`config.mk`:
```
export PLATFORM = sky130hd
export DESIGN_NAME = length_prefixed_message_deframer_core_flat
export DESIGN_NICKNAME = d
export VERILOG_FILES = /design/src/rtl/core/lpmd_pkg.sv /design/src/rtl/core/lpmd_in_if.sv /design/src/rtl/core/lpmd_out_if.sv /design/src/rtl/core/lpmd_parser.sv /design/src/rtl/core/lpmd_queue.sv /design/src/rtl/core/length_prefixed_message_deframer_core.sv /design/src/flat_wrapper.sv
export SDC_FILE = /design/constraint.sdc
export NUM_CORES = 2
export LEC_CHECK = 0
export ABC_AREA = 1
export BUFFER_PORTS_ARGS = -buffer_cell sky130_fd_sc_hd__buf_2
export CORE_ASPECT_RATIO = 2
export CORE_MARGIN = 4
export CORE_UTILIZATION = 55
export CTS_BUF_LIST = sky130_fd_sc_hd__clkbuf_8 sky130_fd_sc_hd__clkbuf_16
export CTS_CLUSTER_SIZE = 20
export DETAILED_ROUTE_END_ITERATION = 10
export GPL_ROUTABILITY_DRIVEN = 0
export PLACE_DENSITY = 0.71
export SYNTH_ARGS = -nofsm -noshare
export SYNTH_HDL_FRONTEND = slang
export SYNTH_SLANG_ARGS = --single-unit
```
`constraint.sdc`:
```
create_clock -name clk -period 22.9 [get_ports clk]
set_input_delay 2.29 -clock clk [delete_from_list [all_inputs] [get_ports clk]]
set_output_delay 2.29 -clock clk [all_outputs]
set_load 0.01 [all_outputs]
```
`src/rtl/core/lpmd_pkg.sv`:
```
package lpmd_pkg;

  localparam int TOPIC_CHARS_DEF = 50;
  localparam int QUEUE_DEPTH     = 8;

  typedef enum logic [1:0] {
    PH_LEN     = 2'd0,
    PH_SKIP    = 2'd1,
    PH_HEADER  = 2'd2,
    PH_CONTENT = 2'd3
  } phase_t;

  typedef enum logic [1:0] {
    KIND_TOPIC   = 2'd0,
    KIND_STRING  = 2'd1,
    KIND_SUMMARY = 2'd2,
    KIND_SKIP    = 2'd3
  } kind_t;

  typedef enum logic [1:0] {
    STATUS_OK      = 2'd0,
    STATUS_SHORT   = 2'd1,
    STATUS_UNKNOWN = 2'd2
  } status_t;

  localparam logic [7:0] TYPE_INT        = 8'd0;
  localparam logic [7:0] TYPE_SHORT_REAL = 8'd1;
  localparam logic [7:0] TYPE_FLOAT      = 8'd2;
  localparam logic [7:0] TYPE_STRING     = 8'd3;

  typedef struct packed {
    kind_t       kind;
    logic [7:0]  data;
    logic [31:0] addr;
    logic [15:0] port;
    logic [7:0]  vtype;
    logic        neg;
    logic [31:0] mag;
    logic [7:0]  dec;
    status_t     status;
    logic        last;
  } rec_t;

  // up to two records per accepted byte, rec0 always first
  typedef struct packed {
    logic v0;
    logic v1;
    rec_t rec0;
    rec_t rec1;
  } push_t;

endpackage

```
`src/rtl/core/lpmd_in_if.sv`:
```
interface lpmd_in_if;
  logic       valid;
  logic       ready;
  logic [7:0] stream_byte;

  modport source (output valid, output stream_byte, input ready);
  modport sink (input valid, input stream_byte, output ready);
endinterface

```
`src/rtl/core/lpmd_out_if.sv`:
```
interface lpmd_out_if;
  logic        valid;
  logic        ready;
  logic [1:0]  record_kind;
  logic [7:0]  data_byte;
  logic [31:0] source_address;
  logic [15:0] source_port;
  logic [7:0]  value_type;
  logic        negative;
  logic [31:0] magnitude;
  logic [7:0]  decimals;
  logic [1:0]  value_status;
  logic        last;

  modport source (
    output valid, output record_kind, output data_byte, output source_address,
    output source_port, output value_type, output negative, output magnitude,
    output decimals, output value_status, output last, input ready
  );
  modport sink (
    input valid, input record_kind, input data_byte, input source_address,
    input source_port, input value_type, input negative, input magnitude,
    input decimals, input value_status, input last, output ready
  );
endinterface

```
`src/rtl/core/lpmd_parser.sv`:
```
module lpmd_parser
  import lpmd_pkg::*;
#(
  parameter int TOPIC_CHARS = TOPIC_CHARS_DEF
) (
  input  logic       clk,
  input  logic       rst,
  input  logic       fire,
  input  logic [7:0] in_byte,
  output push_t      push
);

  localparam int HEADER_BYTES = TOPIC_CHARS + 8;
  localparam int HW           = $clog2(HEADER_BYTES);
  localparam logic [HW-1:0] IDX_LEN_LAST  = HW'(3);
  localparam logic [HW-1:0] IDX_ADDR_END  = HW'(4);
  localparam logic [HW-1:0] IDX_PORT_END  = HW'(6);
  localparam logic [HW-1:0] IDX_TOPIC_END = HW'(TOPIC_CHARS + 6);
  localparam logic [HW-1:0] IDX_TYPE      = HW'(HEADER_BYTES - 1);
  localparam logic [31:0]   HDR_LEN       = 32'(HEADER_BYTES);

  phase_t      phase, phase_next;
  logic [31:0] frame_length, frame_length_next;
  logic [31:0] bytes_left, bytes_left_next;
  logic [HW-1:0] header_index, header_index_next;
  logic [31:0] sender_address, sender_address_next;
  logic [15:0] sender_port, sender_port_next;
  logic [7:0]  type_code, type_code_next;
  logic        topic_ended, topic_ended_next;
  logic [2:0]  content_index, content_index_next;
  logic [7:0]  sign_byte, sign_byte_next;
  logic [31:0] value_accum, value_accum_next;
  logic [7:0]  power_byte, power_byte_next;
  logic [31:0] len_full;
  logic [31:0] left_dec;
  push_t       push_next;

  function automatic rec_t make_summary(
    input logic [31:0] addr,
    input logic [15:0] port,
    input logic [7:0]  tcode,
    input logic [2:0]  cidx,
    input logic [7:0]  sgn,
    input logic [31:0] acc,
    input logic [7:0]  pwr
  );
    rec_t r;
    logic [2:0] need;
    r        = '0;
    r.kind   = KIND_SUMMARY;
    r.last   = 1'b1;
    r.addr   = addr;
    r.port   = port;
    r.vtype  = tcode;
    r.status = STATUS_OK;
    need     = (tcode == TYPE_INT) ? 3'd5 : 3'd6;
    if (tcode == TYPE_INT || tcode == TYPE_FLOAT) begin
      if (cidx < need) begin
        r.status = STATUS_SHORT;
      end else begin
        r.neg = (sgn == 8'd1) && (acc != 32'd0);
        r.mag = acc;
        r.dec = (tcode == TYPE_FLOAT) ? pwr : 8'd0;
      end
    end else if (tcode == TYPE_SHORT_REAL) begin
      if (cidx < 3'd2) begin
        r.status = STATUS_SHORT;
      end else begin
        r.mag = {16'd0, acc[15:0]};
        r.dec = 8'd2;
      end
    end else if (tcode != TYPE_STRING) begin
      r.status = STATUS_UNKNOWN;
    end
    return r;
  endfunction

  function automatic rec_t make_plain(input kind_t k, input logic [7:0] d, input logic l);
    rec_t r;
    r        = '0;
    r.kind   = k;
    r.data   = d;
    r.status = STATUS_OK;
    r.last   = l;
    return r;
  endfunction

  always_ff @(posedge clk) begin
    if (rst) begin
      phase          <= PH_LEN;
      frame_length   <= '0;
      bytes_left     <= '0;
      header_index   <= '0;
      sender_address <= '0;
      sender_port    <= '0;
      type_code      <= '0;
      topic_ended    <= 1'b0;
      content_index  <= '0;
      sign_byte      <= '0;
      value_accum    <= '0;
      power_byte     <= '0;
      push           <= '0;
    end else begin
      phase          <= phase_next;
      frame_length   <= frame_length_next;
      bytes_left     <= bytes_left_next;
      header_index   <= header_index_next;
      sender_address <= sender_address_next;
      sender_port    <= sender_port_next;
      type_code      <= type_code_next;
      topic_ended    <= topic_ended_next;
      content_index  <= content_index_next;
      sign_byte      <= sign_byte_next;
      value_accum    <= value_accum_next;
      power_byte     <= power_byte_next;
      push           <= push_next;
    end
  end

  always_comb begin
    phase_next          = phase;
    frame_length_next   = frame_length;
    bytes_left_next     = bytes_left;
    header_index_next   = header_index;
    sender_address_next = sender_address;
    sender_port_next    = sender_port;
    type_code_next      = type_code;
    topic_ended_next    = topic_ended;
    content_index_next  = content_index;
    sign_byte_next      = sign_byte;
    value_accum_next    = value_accum;
    power_byte_next     = power_byte;
    push_next           = '0;
    len_full            = {frame_length[23:0], in_byte};
    left_dec            = bytes_left - 32'd1;

    if (fire) begin
      case (phase)
        PH_LEN: begin
          frame_length_next = len_full;
          header_index_next = header_index + HW'(1);
          if (header_index == IDX_LEN_LAST) begin
            header_index_next = '0;
            frame_length_next = '0;
            if (len_full < HDR_LEN) begin
              if (len_full == 32'd0) begin
                push_next.v0   = 1'b1;
                push_next.rec0 = make_plain(KIND_SKIP, 8'd0, 1'b1);
              end else begin
                bytes_left_next = len_full;
                phase_next      = PH_SKIP;
              end
            end else begin
              bytes_left_next     = len_full - HDR_LEN;
              sender_address_next = '0;
              sender_port_next    = '0;
              type_code_next      = '0;
              topic_ended_next    = 1'b0;
              content_index_next  = '0;
              sign_byte_next      = '0;
              value_accum_next    = '0;
              power_byte_next     = '0;
              phase_next          = PH_HEADER;
            end
          end
        end
        PH_SKIP: begin
          bytes_left_next = left_dec;
          if (left_dec == 32'd0) begin
            push_next.v0   = 1'b1;
            push_next.rec0 = make_plain(KIND_SKIP, 8'd0, 1'b1);
            phase_next     = PH_LEN;
          end
        end
        PH_HEADER: begin
          if (header_index < IDX_ADDR_END) begin
            sender_address_next = {sender_address[23:0], in_byte};
          end else if (header_index < IDX_PORT_END) begin
            sender_port_next = {sender_port[7:0], in_byte};
          end else if (header_index == IDX_TYPE) begin
            type_code_next = in_byte;
          end else if (header_index < IDX_TOPIC_END && !topic_ended) begin
            // the byte after the last topic character is the terminator slot
            if (in_byte == 8'd0) begin
              topic_ended_next = 1'b1;
            end else begin
              push_next.v0   = 1'b1;
              push_next.rec0 = make_plain(KIND_TOPIC, in_byte, 1'b0);
            end
          end
          header_index_next = header_index + HW'(1);
          if (header_index == IDX_TYPE) begin
            header_index_next = '0;
            if (bytes_left == 32'd0) begin
              push_next.v0   = 1'b1;
              push_next.rec0 = make_summary(sender_address, sender_port, in_byte, 3'd0,
                                            sign_byte, value_accum, power_byte);
              phase_next     = PH_LEN;
            end else begin
              phase_next = PH_CONTENT;
            end
          end
        end
        default: begin
          if (type_code == TYPE_STRING) begin
            push_next.v0   = 1'b1;
            push_next.rec0 = make_plain(KIND_STRING, in_byte, 1'b0);
          end else if (type_code == TYPE_INT || type_code == TYPE_FLOAT) begin
            if (content_index == 3'd0) begin
              sign_byte_next = in_byte;
            end else if (content_index <= 3'd4) begin
              value_accum_next = {value_accum[23:0], in_byte};
            end else if (content_index == 3'd5 && type_code == TYPE_FLOAT) begin
              power_byte_next = in_byte;
            end
          end else if (type_code == TYPE_SHORT_REAL) begin
            if (content_index < 3'd2) begin
              value_accum_next = {16'd0, value_accum[7:0], in_byte};
            end
          end
          if (content_index < 3'd6) begin
            content_index_next = content_index + 3'd1;
          end
          bytes_left_next = left_dec;
          if (left_dec == 32'd0) begin
            phase_next = PH_LEN;
            if (push_next.v0) begin
              push_next.v1   = 1'b1;
              push_next.rec1 = make_summary(sender_address, sender_port, type_code,
                                            content_index_next, sign_byte_next,
                                            value_accum_next, power_byte_next);
            end else begin
              push_next.v0   = 1'b1;
              push_next.rec0 = make_summary(sender_address, sender_port, type_code,
                                            content_index_next, sign_byte_next,
                                            value_accum_next, power_byte_next);
            end
          end
        end
      endcase
    end
  end

endmodule

```
`src/rtl/core/lpmd_queue.sv`:
```
module lpmd_queue
  import lpmd_pkg::*;
(
  input  logic  clk,
  input  logic  rst,
  input  push_t push,
  output logic  space,
  lpmd_out_if.source records
);

  localparam int PW = $clog2(QUEUE_DEPTH);
  localparam int CW = $clog2(QUEUE_DEPTH + 1);

  rec_t          mem [QUEUE_DEPTH];
  logic [PW-1:0] wp, rp;
  logic [CW-1:0] count, count_next;
  logic [1:0]    n_push;
  logic          pop;
  rec_t          head;

  assign n_push = {1'b0, push.v0} + {1'b0, push.v1};
  assign pop    = (count != '0) && records.ready;
  // two free entries on top of whatever is in flight from the parser
  assign space  = (count + CW'(n_push)) <= CW'(QUEUE_DEPTH - 2);

  always_comb begin
    count_next = count + CW'(n_push) - CW'(pop);
  end

  always_ff @(posedge clk) begin
    if (rst) begin
      count <= '0;
      wp    <= '0;
      rp    <= '0;
    end else begin
      count <= count_next;
      wp    <= wp + PW'(n_push);
      if (pop) begin
        rp <= rp + PW'(1);
      end
    end
  end

  always_ff @(posedge clk) begin
    if (push.v0) begin
      mem[wp] <= push.rec0;
    end
    if (push.v1) begin
      mem[wp + PW'(1)] <= push.rec1;
    end
  end

  assign head                   = mem[rp];
  assign records.valid          = (count != '0);
  assign records.record_kind    = head.kind;
  assign records.data_byte      = head.data;
  assign records.source_address = head.addr;
  assign records.source_port    = head.port;
  assign records.value_type     = head.vtype;
  assign records.negative       = head.neg;
  assign records.magnitude      = head.mag;
  assign records.decimals       = head.dec;
  assign records.value_status   = head.status;
  assign records.last           = head.last;

endmodule

```
`src/rtl/core/length_prefixed_message_deframer_core.sv`:
```
// a result is registered by the parser, then written into the output queue before it is offered
// throughput: one byte per cycle absent output backpressure; a byte yields at most two
// records (string byte plus summary); the parser registers its records into a small
// output queue; input stalls only in reset or when the queue cannot take two more records
// reset: synchronous, active high; parser returns to reading the length, queue empties
module length_prefixed_message_deframer_core
  import lpmd_pkg::*;
#(
  parameter int TOPIC_CHARS = TOPIC_CHARS_DEF
) (
  input  logic clk,
  input  logic rst,
  lpmd_in_if.sink    stream,
  lpmd_out_if.source records
);

  push_t push;
  logic  space;
  logic  fire;

  assign stream.ready = space && !rst;
  assign fire         = stream.valid && stream.ready;

  lpmd_parser #(
    .TOPIC_CHARS(TOPIC_CHARS)
  ) u_parser (
    .clk     (clk),
    .rst     (rst),
    .fire    (fire),
    .in_byte (stream.stream_byte),
    .push    (push)
  );

  lpmd_queue u_queue (
    .clk     (clk),
    .rst     (rst),
    .push    (push),
    .space   (space),
    .records (records)
  );

endmodule
```
`src/flat_wrapper.sv`:
```
// flat-port wrapper written by rule: the top's interface ports become plain ports
module length_prefixed_message_deframer_core_flat import lpmd_pkg::*;
#(
  parameter int TOPIC_CHARS = TOPIC_CHARS_DEF
)
  (clk, rst, stream_valid, stream_stream_byte, stream_ready, records_valid, records_record_kind, records_data_byte, records_source_address, records_source_port, records_value_type, records_negative, records_magnitude, records_decimals, records_value_status, records_last, records_ready);
  lpmd_in_if stream_i ();
  lpmd_out_if records_i ();
  input  logic clk;
  input  logic rst;
  input wire logic [$bits(stream_i.valid)-1:0] stream_valid;
  input wire logic [$bits(stream_i.stream_byte)-1:0] stream_stream_byte;
  output wire logic [$bits(stream_i.ready)-1:0] stream_ready;
  output wire logic [$bits(records_i.valid)-1:0] records_valid;
  output wire logic [$bits(records_i.record_kind)-1:0] records_record_kind;
  output wire logic [$bits(records_i.data_byte)-1:0] records_data_byte;
  output wire logic [$bits(records_i.source_address)-1:0] records_source_address;
  output wire logic [$bits(records_i.source_port)-1:0] records_source_port;
  output wire logic [$bits(records_i.value_type)-1:0] records_value_type;
  output wire logic [$bits(records_i.negative)-1:0] records_negative;
  output wire logic [$bits(records_i.magnitude)-1:0] records_magnitude;
  output wire logic [$bits(records_i.decimals)-1:0] records_decimals;
  output wire logic [$bits(records_i.value_status)-1:0] records_value_status;
  output wire logic [$bits(records_i.last)-1:0] records_last;
  input wire logic [$bits(records_i.ready)-1:0] records_ready;
  assign stream_i.valid = stream_valid;
  assign stream_i.stream_byte = stream_stream_byte;
  assign stream_ready = stream_i.ready;
  assign records_valid = records_i.valid;
  assign records_record_kind = records_i.record_kind;
  assign records_data_byte = records_i.data_byte;
  assign records_source_address = records_i.source_address;
  assign records_source_port = records_i.source_port;
  assign records_value_type = records_i.value_type;
  assign records_negative = records_i.negative;
  assign records_magnitude = records_i.magnitude;
  assign records_decimals = records_i.decimals;
  assign records_value_status = records_i.value_status;
  assign records_last = records_i.last;
  assign records_i.ready = records_ready;
  length_prefixed_message_deframer_core #(.TOPIC_CHARS(TOPIC_CHARS)) u_core (.clk(clk), .rst(rst), .stream(stream_i), .records(records_i));
endmodule
```
==> results.tsv <==
metric	value	unit
switch share	0.324	
row cnt	169	
asr flop ratio synth	0	
depth of the CTS H-tree	3	
syn avg cell area	8.69	sq um
via/cell ratio	5.98	
register area	34100	sq um
I/O pin cnt	124	
Mapped Area	58700	sq um
Synthesis Warnings	0	
CTS tree	yes	
total grt overflow	0	
fmax	149	MHz
Post-CTS Setup Inserts	0	
DR WL/cell	21.7	microns
Die W	239	microns
Clock transition at path regs	70	ps
Peak VDD IR	0.0894	mV
Routed Antenna Nets	0	
fill cell count	8978	
Post-Synthesis Cells	6752	
Hold WC Path Type	register to register	
Syn-to-layout area delta	8.11	%
die height	470	microns
multi-input logic area	21100	sq um
die area	112000	sq um
startpoint types	register	
GR Util All Layers	0.302	
DP Area	59600	sq um
Final Skew	32.0	ps
sw power	1.90	mW
Tmin final	6690	ps
Main synth FF type	edfxtp_1	
critical path capture point type	output port	
IO Port Bufs	123	
Final Cycle Share	0.292	
sequential power share	0.420	
vias in the first global route	46800	
Leak Pwr	22.7	nW
largest net degree at the start of global routing	187	
count of unique library cells instantiated by Yosys	48	
Crit Path Max Fanout	122	
worst r2r dst	u_core.u_parser.bytes_left[13]$_SDFFE_PP0P_	
CP arrival	4400	ps
clock power share	0.336	
hold_sp	u_core.u_parser.sender_address[31]$_SDFFE_PP0P_	
drt initial violations	4539	
register bit total from synthesis	1267	
Worst R2R Setup Slack	17950	ps
Setup CP Type	register to output port	
Setup Viol. Count Final	0	
Reg2Reg Launch Point	u_core.u_parser.push[109]$_SDFF_PP0_	
root buf cell	clkbuf_16	
CTS Sinks	1267	
Rel. slew slack	0.175	
worst-skew pair later-pin latency	750	ps
Post-synth EDFFs	872	
sequential share of the synthesized area	0.581	
Final Hold Viols	0	
Initial Utilization	0.554	
first-pass GRT wire length	263	mm
outcome	finished, final reports clean	
core area	106000	sq um
Pwr Density	92.4	nW/um^2
fin. max-slew vios	0	
hold depth	2	
Num CTS Buffers	105	
post-CTS sizing	0	
Worst EP required	20610	ps
hpwl dp	99.4	mm
cts hold-fix bufs	0	
max-cap viol count	0	
Nets	6585	
DR vias	47900	
share of layout cells above drive strength 1	0.0689	
clock buffer depth	3	
Pre-Repair DR Iteration Count	6	
WHS Endpoint	u_core.u_parser.push[209]$_SDFF_PP0_	
Final Instance Area	63400	sq um
Worst R2R Path Depth	13	
Pwr Total	5.86	mW
internal power	3.96	mW
initial antenna violation count	9	
unrepaired setup endpoints after global routing	no	
Fin Setup TNS	0	ps
combinational power share	0.244	
Routed WL	174	mm
DR DRC count	0	
Least-Margin Pin Slew	1240	ps
-- cells in the final DEF (no fill, tap or decap), types with 4 or more instances in the layout --
| cell | netlist | routed |
|---|---|---|
| o21ai_0 | 1391 | 1383 |
| nand2_1 | 1239 | 1235 |
| nor2_1 | 1203 | 1202 |
| edfxtp_1 | 872 | 872 |
| dfxtp_1 | 395 | 393 |
| inv_1 | 391 | 392 |
| a21oi_1 | 163 | 163 |
| o22ai_1 | 134 | 134 |
| buf_2 | 16 | 122 |
| a31oi_1 | 118 | 118 |
| clkbuf_16 | 0 | 112 |
| buf_4 | 1 | 65 |
| nand3_1 | 64 | 64 |
| conb_1 | 1 | 49 |
| o211a_1 | 25 | 25 |
| xor2_1 | 23 | 23 |
| nor3_2 | 23 | 23 |
| clkinv_2 | 0 | 23 |
| nor3_1 | 21 | 21 |
| nand4_1 | 21 | 21 |
| ha_1 | 21 | 20 |
| a211oi_1 | 19 | 19 |
| clkbuf_8 | 0 | 15 |
| bufinv_16 | 0 | 13 |
| nor2_2 | 12 | 12 |
| clkinv_1 | 2 | 10 |
| o21ai_4 | 0 | 8 |
| nand3b_1 | 8 | 8 |
| o211ai_1 | 8 | 8 |
| inv_2 | 7 | 7 |
| inv_6 | 0 | 7 |
| nor2_4 | 6 | 7 |
| clkinvlp_4 | 0 | 7 |
| nor4_1 | 6 | 6 |
| nand2_4 | 2 | 5 |
| o21ai_1 | 5 | 5 |
| or2_2 | 4 | 4 |
-- sequential cells by signal (all words and copies together), names as in the netlist, named ones only --
name                            cells
u_core.u_parser.bytes_left         32
u_core.u_parser.content_index       3
u_core.u_parser.frame_length       24
u_core.u_parser.header_index        6
u_core.u_parser.phase               2
u_core.u_parser.power_byte          8
u_core.u_parser.push              210
u_core.u_parser.sender_address     32
u_core.u_parser.sender_port        16
u_core.u_parser.sign_byte           8
u_core.u_parser.topic_ended         1
u_core.u_parser.type_code           8
u_core.u_parser.value_accum        32
u_core.u_queue.count                4
u_core.u_queue.mem                872
u_core.u_queue.rp                   3
u_core.u_queue.wp                   3
-- worst max path at each step --
stage                                                        to  slack (ps)                            start  cells past startpoint
global placement    u_core.u_parser.bytes_left[16]$_SDFFE_PP0P_       16820            stream_stream_byte[7]                     15
global route                          records_source_address[5]       15950                         register                      8
detailed placement  u_core.u_parser.bytes_left[26]$_SDFFE_PP0P_       16790            stream_stream_byte[7]                     15
CTS                                   records_source_address[5]       16130                         register                      8
floorplan                    u_core.u_queue.mem[5][0]$_DFFE_PP_       14050  u_core.u_queue.wp[1]$_SDFF_PP0_                      3
finish                                records_source_address[5]       16210                         register                      8
-- Yosys cell counts, types with 4 or more instances --
library cell | count | area, sq um
a211oi_1 | 19 | 143
a21oi_1 | 163 | 816
a31oi_1 | 118 | 738
buf_1 | 30 | 113
buf_2 | 16 | 80.1
buf_6 | 11 | 124
clkbuf_1 | 388 | 1460
clkbuf_2 | 99 | 495
dfxtp_1 | 395 | 7910
edfxtp_1 | 872 | 26200
ha_1 | 21 | 263
inv_1 | 391 | 1470
inv_2 | 7 | 26.3
nand2_1 | 1239 | 4650
nand3_1 | 64 | 320
nand3b_1 | 8 | 60.1
nand4_1 | 21 | 131
nor2_1 | 1203 | 4520
nor2_2 | 12 | 75.1
nor2_4 | 6 | 67.6
nor3_1 | 21 | 105
nor3_2 | 23 | 230
nor4_1 | 6 | 37.5
o211a_1 | 25 | 250
o211ai_1 | 8 | 60.1
o21ai_0 | 1391 | 6960
o21ai_1 | 5 | 25.0
o22ai_1 | 134 | 838
or2_2 | 4 | 25.0
xor2_1 | 23 | 201
-- area by class of cell --
| class | count | share of cell area |
|---|---|---|
| Sequential cell | 1267 | 0.538 |
| Multi-Input combinational cell | 4588 | 0.333 |
| Clock buffer | 127 | 0.0475 |
| Tap cell | 1368 | 0.0270 |
| Inverter | 400 | 0.0243 |
| Timing Repair Buffer | 188 | 0.0176 |
| Clock inverter | 73 | 0.0128 |
| Antenna cell | 3 | 0.000118 |
-- per-layer routing --
layer	GRT usage	vias to the layer above	wire [microns]	part of all wire
met3	0.0432	641	13200	0.076
met4	0.197	12	12000	0.069
met2	0.531	2297	87500	0.50
met5	0	-	93	0.00054
li1	-	22300	-	-
met1	0.339	22700	60900	0.35
-- stage by stage --
step | util | setup slack, ps | std cells | hold WS, ps
floorplan | - | 14050 | 6800 | 422
global placement | 0.562 | 16820 | 7811 | 431
detailed placement | 0.562 | 16790 | 7811 | 432
CTS | 0.598 | 16130 | 8011 | 440
global route | 0.599 | 15950 | 8012 | 458
finish | 0.599 | 16210 | 8014 | 442
-- kinds of logic after synthesis --
logic type / Yosys count / share of synthesized area
adders and majority gates: 23 / 0.00516
AOI/OAI and AO/OA: 1870 / 0.169
xor gates and xnor gates: 26 / 0.00388
and+or+nand+nor: 2620 / 0.177
DFF: 1267 / 0.581
buffers and inverters: 945 / 0.0644
other: 1 / 0.0000639
-- power groups by stage --
stage / clock [mW] / combinational (mW) / sequential [mW]
after floorplan: 0 / 0.907 / 2.49
after global placement: 0 / 1.40 / 2.51
after detailed placement: 0 / 1.42 / 2.51
after CTS: 1.98 / 1.43 / 2.46
after global routing: 2.08 / 1.57 / 2.46
final: 1.97 / 1.43 / 2.46
-- critical path, cell delays in order, from the launching register on --
cell,delay (ps)
dfxtp_4,540
inv_8,550
buf_4,640
buf_4,780
o21ai_0,180
o22ai_1,180
nor2_1,60
a31oi_1,340
buf_2,210
No activity file was read; power rests on OpenSTA's default activity.
